<file path="src/rtl/ax25fb_pkg.sv">
// ax25fb_pkg: operation codes, crc constants and the byte-wise crc-16/x.25 update
// used by the frame builder, its channel interfaces and its checker
// no dependencies
`default_nettype none

package ax25fb_pkg;

	localparam int unsigned OP_W   = 2;
	localparam int unsigned BYTE_W = 8;
	localparam int unsigned CRC_W  = 16;

	typedef logic [OP_W-1:0]   op_t;
	typedef logic [BYTE_W-1:0] byte_t;
	typedef logic [CRC_W-1:0]  crc_t;

	localparam op_t OP_ADDR_CHAR = 2'd0;
	localparam op_t OP_ADDR_SSID = 2'd1;
	localparam op_t OP_PLAIN     = 2'd2;

	localparam crc_t CRC_POLY_REFL = 16'h8408;
	localparam crc_t CRC_START     = 16'hFFFF;

	// reflected crc, one byte, eight xor/shift steps on a 16-bit word
	function automatic crc_t crc_add_byte(input crc_t crc, input byte_t b);
		crc_t c;
		c = crc ^ {8'h00, b};
		for (int i = 0; i < BYTE_W; i++) begin
			if (c[0]) begin
				c = (c >> 1) ^ CRC_POLY_REFL;
			end else begin
				c = c >> 1;
			end
		end
		return c;
	endfunction

endpackage

`default_nettype wire

</file>
<file path="src/rtl/ax25fb_if.sv">
// ax25fb_in_if / ax25fb_out_if: valid/ready channels for field beats and frame beats
// depends on ax25fb_pkg
`default_nettype none

interface ax25fb_in_if;
	import ax25fb_pkg::*;

	logic  valid;
	logic  ready;
	op_t   operation;
	byte_t data_byte;
	logic  address_end;
	logic  end_of_frame;

	modport source (output valid, output operation, output data_byte,
		output address_end, output end_of_frame, input ready);
	modport sink (input valid, input operation, input data_byte,
		input address_end, input end_of_frame, output ready);
endinterface

interface ax25fb_out_if;
	import ax25fb_pkg::*;

	logic  valid;
	logic  ready;
	byte_t out_byte;
	logic  frame_start;
	logic  frame_last;

	modport source (output valid, output out_byte, output frame_start,
		output frame_last, input ready);
	modport sink (input valid, input out_byte, input frame_start,
		input frame_last, output ready);
endinterface

`default_nettype wire

</file>
<file path="src/rtl/ax25_frame_builder_fcs_top.sv">
// ax25_frame_builder_fcs_top: ax.25 frame byte builder with crc-16/x.25 fcs append
// depends on ax25fb_pkg and the channel interfaces in ax25fb_if.sv
//
//  channel    dir  beat contents
//  ---------  ---  ----------------------------------------------------
//  frame_in   in   operation, data_byte, address_end, end_of_frame
//  frame_out  out  out_byte, frame_start, frame_last
//
// one field beat per cycle while output is free; a beat passes an input register,
// then the address shift and the byte-wide crc update into the output register;
// an end_of_frame beat is followed by two fcs beats and holds the output register
// until the fcs high byte leaves; the next frame byte waits in the input register
// reset clears both stages, restarts the crc at ffff and marks no frame begun
// a stalled output keeps one further field beat in the input register
`default_nettype none

module ax25_frame_builder_fcs_top (
	input  wire          clk,
	input  wire          arst_n,
	ax25fb_in_if.sink    frame_in,
	ax25fb_out_if.source frame_out
);
	import ax25fb_pkg::*;

	typedef enum logic [1:0] {
		TAIL_NONE,
		TAIL_FCS_LO,
		TAIL_FCS_HI
	} tail_t;

	// input register
	logic  valid_s1;
	op_t   op_s1;
	byte_t data_s1;
	logic  addr_end_s1;
	logic  eof_s1;

	// frame state
	crc_t  crc_q;
	logic  inside_q;

	// output register
	tail_t tail_q;
	logic  out_valid_q;
	byte_t out_byte_q;
	logic  out_start_q;
	logic  out_last_q;
	crc_t  fcs_q;

	byte_t byte_c;
	crc_t  crc_next;
	logic  out_free;
	logic  load;

	always_comb begin
		case (op_s1)
			OP_ADDR_CHAR: byte_c = {data_s1[BYTE_W-2:0], 1'b0};
			OP_ADDR_SSID: byte_c = {data_s1[BYTE_W-2:0], addr_end_s1};
			default:      byte_c = data_s1;
		endcase
	end

	assign crc_next = crc_add_byte(crc_q, byte_c);

	// output register frees when its last beat of the item leaves
	assign out_free = !out_valid_q || (frame_out.ready && tail_q == TAIL_NONE);
	assign load     = valid_s1 && out_free;

	assign frame_in.ready = !valid_s1 || load;

	always_ff @(posedge clk or negedge arst_n) begin
		if (!arst_n) begin
			valid_s1 <= 1'b0;
		end else if (frame_in.ready) begin
			valid_s1 <= frame_in.valid;
		end
	end

	always_ff @(posedge clk) begin
		if (frame_in.valid && frame_in.ready) begin
			op_s1       <= frame_in.operation;
			data_s1     <= frame_in.data_byte;
			addr_end_s1 <= frame_in.address_end;
			eof_s1      <= frame_in.end_of_frame;
		end
	end

	always_ff @(posedge clk or negedge arst_n) begin
		if (!arst_n) begin
			tail_q      <= TAIL_NONE;
			out_valid_q <= 1'b0;
			out_byte_q  <= '0;
			out_start_q <= 1'b0;
			out_last_q  <= 1'b0;
			fcs_q       <= '0;
			crc_q       <= CRC_START;
			inside_q    <= 1'b0;
		end else if (load) begin
			out_valid_q <= 1'b1;
			out_byte_q  <= byte_c;
			out_start_q <= !inside_q;
			out_last_q  <= 1'b0;
			fcs_q       <= ~crc_next;
			tail_q      <= eof_s1 ? TAIL_FCS_LO : TAIL_NONE;
			crc_q       <= eof_s1 ? CRC_START : crc_next;
			inside_q    <= !eof_s1;
		end else if (out_valid_q && frame_out.ready) begin
			case (tail_q)
				TAIL_FCS_LO: begin
					out_byte_q  <= fcs_q[BYTE_W-1:0];
					out_start_q <= 1'b0;
					out_last_q  <= 1'b0;
					tail_q      <= TAIL_FCS_HI;
				end
				TAIL_FCS_HI: begin
					out_byte_q  <= fcs_q[CRC_W-1:BYTE_W];
					out_start_q <= 1'b0;
					out_last_q  <= 1'b1;
					tail_q      <= TAIL_NONE;
				end
				default: begin
					out_valid_q <= 1'b0;
				end
			endcase
		end
	end

	assign frame_out.valid       = out_valid_q;
	assign frame_out.out_byte    = out_byte_q;
	assign frame_out.frame_start = out_start_q;
	assign frame_out.frame_last  = out_last_q;

endmodule

`default_nettype wire

</file>
<file path="src/flat_wrapper.sv">
// flat-port wrapper written by rule: the top's interface ports become plain ports
module ax25_frame_builder_fcs_top_flat import ax25fb_pkg::*;
  (clk, arst_n, frame_in_valid, frame_in_operation, frame_in_data_byte, frame_in_address_end, frame_in_end_of_frame, frame_in_ready, frame_out_valid, frame_out_out_byte, frame_out_frame_start, frame_out_frame_last, frame_out_ready);
  ax25fb_in_if frame_in_i ();
  ax25fb_out_if frame_out_i ();
  input  wire clk;
  input  wire arst_n;
  input wire logic [$bits(frame_in_i.valid)-1:0] frame_in_valid;
  input wire logic [$bits(frame_in_i.operation)-1:0] frame_in_operation;
  input wire logic [$bits(frame_in_i.data_byte)-1:0] frame_in_data_byte;
  input wire logic [$bits(frame_in_i.address_end)-1:0] frame_in_address_end;
  input wire logic [$bits(frame_in_i.end_of_frame)-1:0] frame_in_end_of_frame;
  output wire logic [$bits(frame_in_i.ready)-1:0] frame_in_ready;
  output wire logic [$bits(frame_out_i.valid)-1:0] frame_out_valid;
  output wire logic [$bits(frame_out_i.out_byte)-1:0] frame_out_out_byte;
  output wire logic [$bits(frame_out_i.frame_start)-1:0] frame_out_frame_start;
  output wire logic [$bits(frame_out_i.frame_last)-1:0] frame_out_frame_last;
  input wire logic [$bits(frame_out_i.ready)-1:0] frame_out_ready;
  assign frame_in_i.valid = frame_in_valid;
  assign frame_in_i.operation = frame_in_operation;
  assign frame_in_i.data_byte = frame_in_data_byte;
  assign frame_in_i.address_end = frame_in_address_end;
  assign frame_in_i.end_of_frame = frame_in_end_of_frame;
  assign frame_in_ready = frame_in_i.ready;
  assign frame_out_valid = frame_out_i.valid;
  assign frame_out_out_byte = frame_out_i.out_byte;
  assign frame_out_frame_start = frame_out_i.frame_start;
  assign frame_out_frame_last = frame_out_i.frame_last;
  assign frame_out_i.ready = frame_out_ready;
  ax25_frame_builder_fcs_top u_core (.clk(clk), .arst_n(arst_n), .frame_in(frame_in_i), .frame_out(frame_out_i));
endmodule
</file>
<file path="config.mk">
export PLATFORM = sky130hd
export DESIGN_NAME = ax25_frame_builder_fcs_top_flat
export DESIGN_NICKNAME = d
export VERILOG_FILES = /design/src/rtl/ax25fb_pkg.sv /design/src/rtl/ax25fb_if.sv /design/src/rtl/ax25_frame_builder_fcs_top.sv /design/src/flat_wrapper.sv
export SDC_FILE = /design/constraint.sdc
export NUM_CORES = 1
export LEC_CHECK = 0
export ABC_CLOCK_PERIOD_IN_PS = 4830
export BUFFER_PORTS_ARGS = -buffer_cell sky130_fd_sc_hd__buf_2
export CAP_MARGIN = 5
export CORE_MARGIN = 1.5
export CORE_UTILIZATION = 25
export DETAILED_ROUTE_END_ITERATION = 8
export PLACE_DENSITY_LB_ADDON = 0.3
export SETUP_SLACK_MARGIN = 0.15
export SLEW_MARGIN = 20
export SYNTH_ARGS = -nofsm -noshare
export SYNTH_HDL_FRONTEND = slang
export SYNTH_SLANG_ARGS = --single-unit
</file>
<file path="constraint.sdc">
create_clock -name clk -period 4.83 [get_ports clk]
set_input_delay 0.966 -clock clk [delete_from_list [all_inputs] [get_ports clk]]
set_output_delay 0.966 -clock clk [all_outputs]
set_load 0.05 [all_outputs]
</file>
==> flow_summary.ini <==
[run_status]
status = complete, no violations

[timing]
finalCritPeriodShare = 0.5770
period_needed_ns = 2.787
finalSetupViolCount = 0
finClkSkew_ns = 0.009635
rsz0062_at_grt = no
tns_ns = 0
hold_viol = 0
relSlewSlack = 0.3277
slew_violations = 0
max_freq_mhz = 358.9
tightest_slew_ns = 1.004

[finish]
drive_above_1_share = 0.3308
stdcell_count = 403
num-fill-cells = 1135
final_util = 0.2989
register_area_mm2 = 0.001556
n_antenna_cell = 0
multi_input_area_mm2 = 0.001121
area_growth_pct = 17.43
fin_nets = 276

[cts]
ctsLongestPathBuffers = 2
path_clk_slew_ns = 0.07
post_cts_resized = 0
cts_tree = done
cts_htree_levels = 3
cts_setup_buffers = 0
tritoncts.num_buffers = 9
cts-hold-fix-buffers = 0
clock_latency_ns = 0.33
root_buffer = clkbuf_8
cts.sinks = 59

[synth]
yosysTopAreaCellShare = 0.2836
synth_area_leaders = dfrtp_1 28%, dfstp_2 15%, edfxtp_1 13%
synthXorXnorAreaFrac = 0.09698
synth_top_family_by_area = multiplexers
synth_compound_area_frac = 0.09790
yosysWarnings = 0
syn_area_mm2 = 0.002735
synth_top_area_cell = dfrtp_1
synthMuxAreaShare = 0.1052
yosys.area_share.simple = 0.09973
synthesis.nets = 247
netlist_instances = 229
synth_fa_ha_area_frac = 0.009149
yosys_register_bits = 59
ys_types = 35
synth_seq_area_share = 0.5691
synth_area_per_cell_um2 = 11.94

[global_routing]
grt_max_degree = 48
grt_antenna_before_repair = 0
overflow = 0
grt_pass1_vias = 1702
grt_pass1_wl_um = 8707
met1_usage = 0.1398
gr-usage-met3 = 0.03874
use_met2 = 0.1433
grt_busiest_layer = met2
track_usage = 0.1009

[route]
wl_per_cell_um = 12.86
drc = 0
via_per_inst = 4.174
num_vias = 1682
wirelength_um = 5181
drt_iter0_drc = 97
ant_nets = 0
drtPass1Iterations = 4

[setup_path]
crit_family = buffers and inverters
cpMaxStageDelayCell = a21boi_0
cp.arrival_ns = 1.82
cp_num_buf_inv = 2
start_kind = primary input
cp-end-kind = output port
criticalPathCategory = in2out
cpMostUsedCell = buf_2
cp_cell_sequence = buf_2 -> a21boi_0 -> nand2_1 -> buf_2
cpPeakStageDelay_ns = 0.34
required_ns = 3.86
worstPathMaxFanout = 4

[hold_path]
hold_path_class = reg2reg

[pwr]
power_density_mw_per_mm2 = 780.6
leakagePower_nw = 1.368
switching_share = 0.4087
pwr-share-clk = 0.177
ir_drop_v = 0.0002660
internal-power_w = 0.001482
power.net_switching_w = 0.001025
seqPwrFrac = 0.350
p_comb_frac = 0.473

[die]
die_h_um = 107.6
initial_core_util = 0.2545
core_mm2 = 0.01075
die_area_mm2 = 0.01158
rows = 38
ios = 28
die_w_um = 107.6

[placed_design]
place.detailed.hpwl_um = 3600
portBuffers = 27
gp_congestion = 0.6987
dp_cells = 387

[job]
drv_cap = 0
cell usage in the layout (no fill, tap or decap), types with 6 or more instances in the layout:
cell / n
dfrtp_1: 31
nand2_1: 30
buf_2: 27
nor2_1: 24
a21oi_1: 19
dfstp_2: 16
mux2_2: 13
o21ai_0: 13
edfxtp_1: 12
clkbuf_8: 11
xor2_1: 10
mux2i_1: 9
xnor2_2: 6
xnor2_1: 6
cells in the mapped netlist, drive strengths merged:
| master | instances |
|---|---|
| mux2i | 11 |
| dfstp | 16 |
| clkbuf | 9 |
| nor2 | 24 |
| o22a | 4 |
| dfrtp | 31 |
| xor2 | 10 |
| nor2b | 1 |
| and2 | 1 |
| o21ai | 13 |
| a22o | 1 |
| and4b | 1 |
| mux2 | 14 |
| a21o | 2 |
| a21boi | 1 |
| nand2b | 3 |
| a31oi | 2 |
| a211oi | 2 |
| nand2 | 30 |
| xnor2 | 13 |
| a21oi | 19 |
| inv | 3 |
| nand3b | 1 |
| edfxtp | 12 |
| ha | 2 |
| buf | 2 |
| and3 | 1 |
kinds of logic after synthesis:
logic type                 Yosys count
AOI/OAI and AO/OA                   44
xor gates and xnor gates            23
adders and majority gates            2
buffers and inverters               14
DFF                                 59
muxes                               25
and+or+nand+nor                     62
power by group through the flow:
stage                     Sequential (W)  Combinational (W)  Clock (W)
after floorplan                  0.00100           0.000812          0
after global placement          0.000882            0.00119          0
after detailed placement        0.000888            0.00119          0
after CTS                       0.000881            0.00120   0.000464
after global routing            0.000904            0.00131   0.000488
final                           0.000878            0.00118   0.000444
final timing paths:
| kind | start | end | slack, ns | cells past startpoint |
|---|---|---|---|---|
| min | u_core.inside_q$_DFFE_PN0P_ | u_core.frame_out.frame_start$_DFFE_PN0P_ | 0.47 | 1 |
| min reg2reg | u_core.inside_q$_DFFE_PN0P_ | u_core.frame_out.frame_start$_DFFE_PN0P_ | 0.47 | 1 |
| min in group asynchronous | arst_n | u_core.frame_out.frame_start$_DFFE_PN0P_ | 0.72 | 2 |
| max reg2reg | u_core.tail_q[0]$_DFFE_PN0P_ | u_core.crc_q[14]$_DFFE_PN1P_ | 2.32 | 6 |
| max in group asynchronous | arst_n | u_core.fcs_q[0]$_DFFE_PN0P_ | 3.69 | 2 |
| max | frame_out_ready | frame_in_ready | 2.04 | 4 |
through the flow:
| step | instance area (um^2) | hold WS [ns] | total power [W] | setup slack, ns |
|---|---|---|---|---|
| CTS | 3212 | 0.4740 | 0.002548 | 2.034 |
| detailed placement | 3014 | 0.4641 | 0.002082 | 1.797 |
| global route | 3212 | 0.4983 | 0.002697 | 1.876 |
| global placement | 3014 | 0.4483 | 0.002071 | 1.874 |
| floorplan | 2735 | 0.4394 | 0.001815 | 2.310 |
| finish | 3212 | 0.4701 | 0.002507 | 2.043 |
cell type report:
cell class,instances,share of cell area
clock buffers,14,0.05064
clock inverters,2,0.01091
inverters,3,0.003506
multi-input cells,156,0.3490
flip-flops and latches,59,0.4846
well taps,140,0.05454
repair buffers,29,0.04675
layer usage:
layer  vias up  routed length (um)
met5         -                   0
met4         0                  26
met3         2                 238
met2        39                2281
met1       800                2635
li1        841                   -
state kept, by name, indices dropped and copies added (netlist names):
signal,cells
u_core.fcs_q,16
u_core.inside_q,1
u_core.tail_q,2
u_core.frame_out.out_byte,8
u_core.data_s1,8
u_core.crc_q,16
u_core.frame_out.valid,1
u_core.op_s1,2
u_core.frame_out.frame_start,1
u_core.valid_s1,1
u_core.frame_out.frame_last,1
u_core.eof_s1,1
u_core.addr_end_s1,1
(Power assumes the default switching activity.)
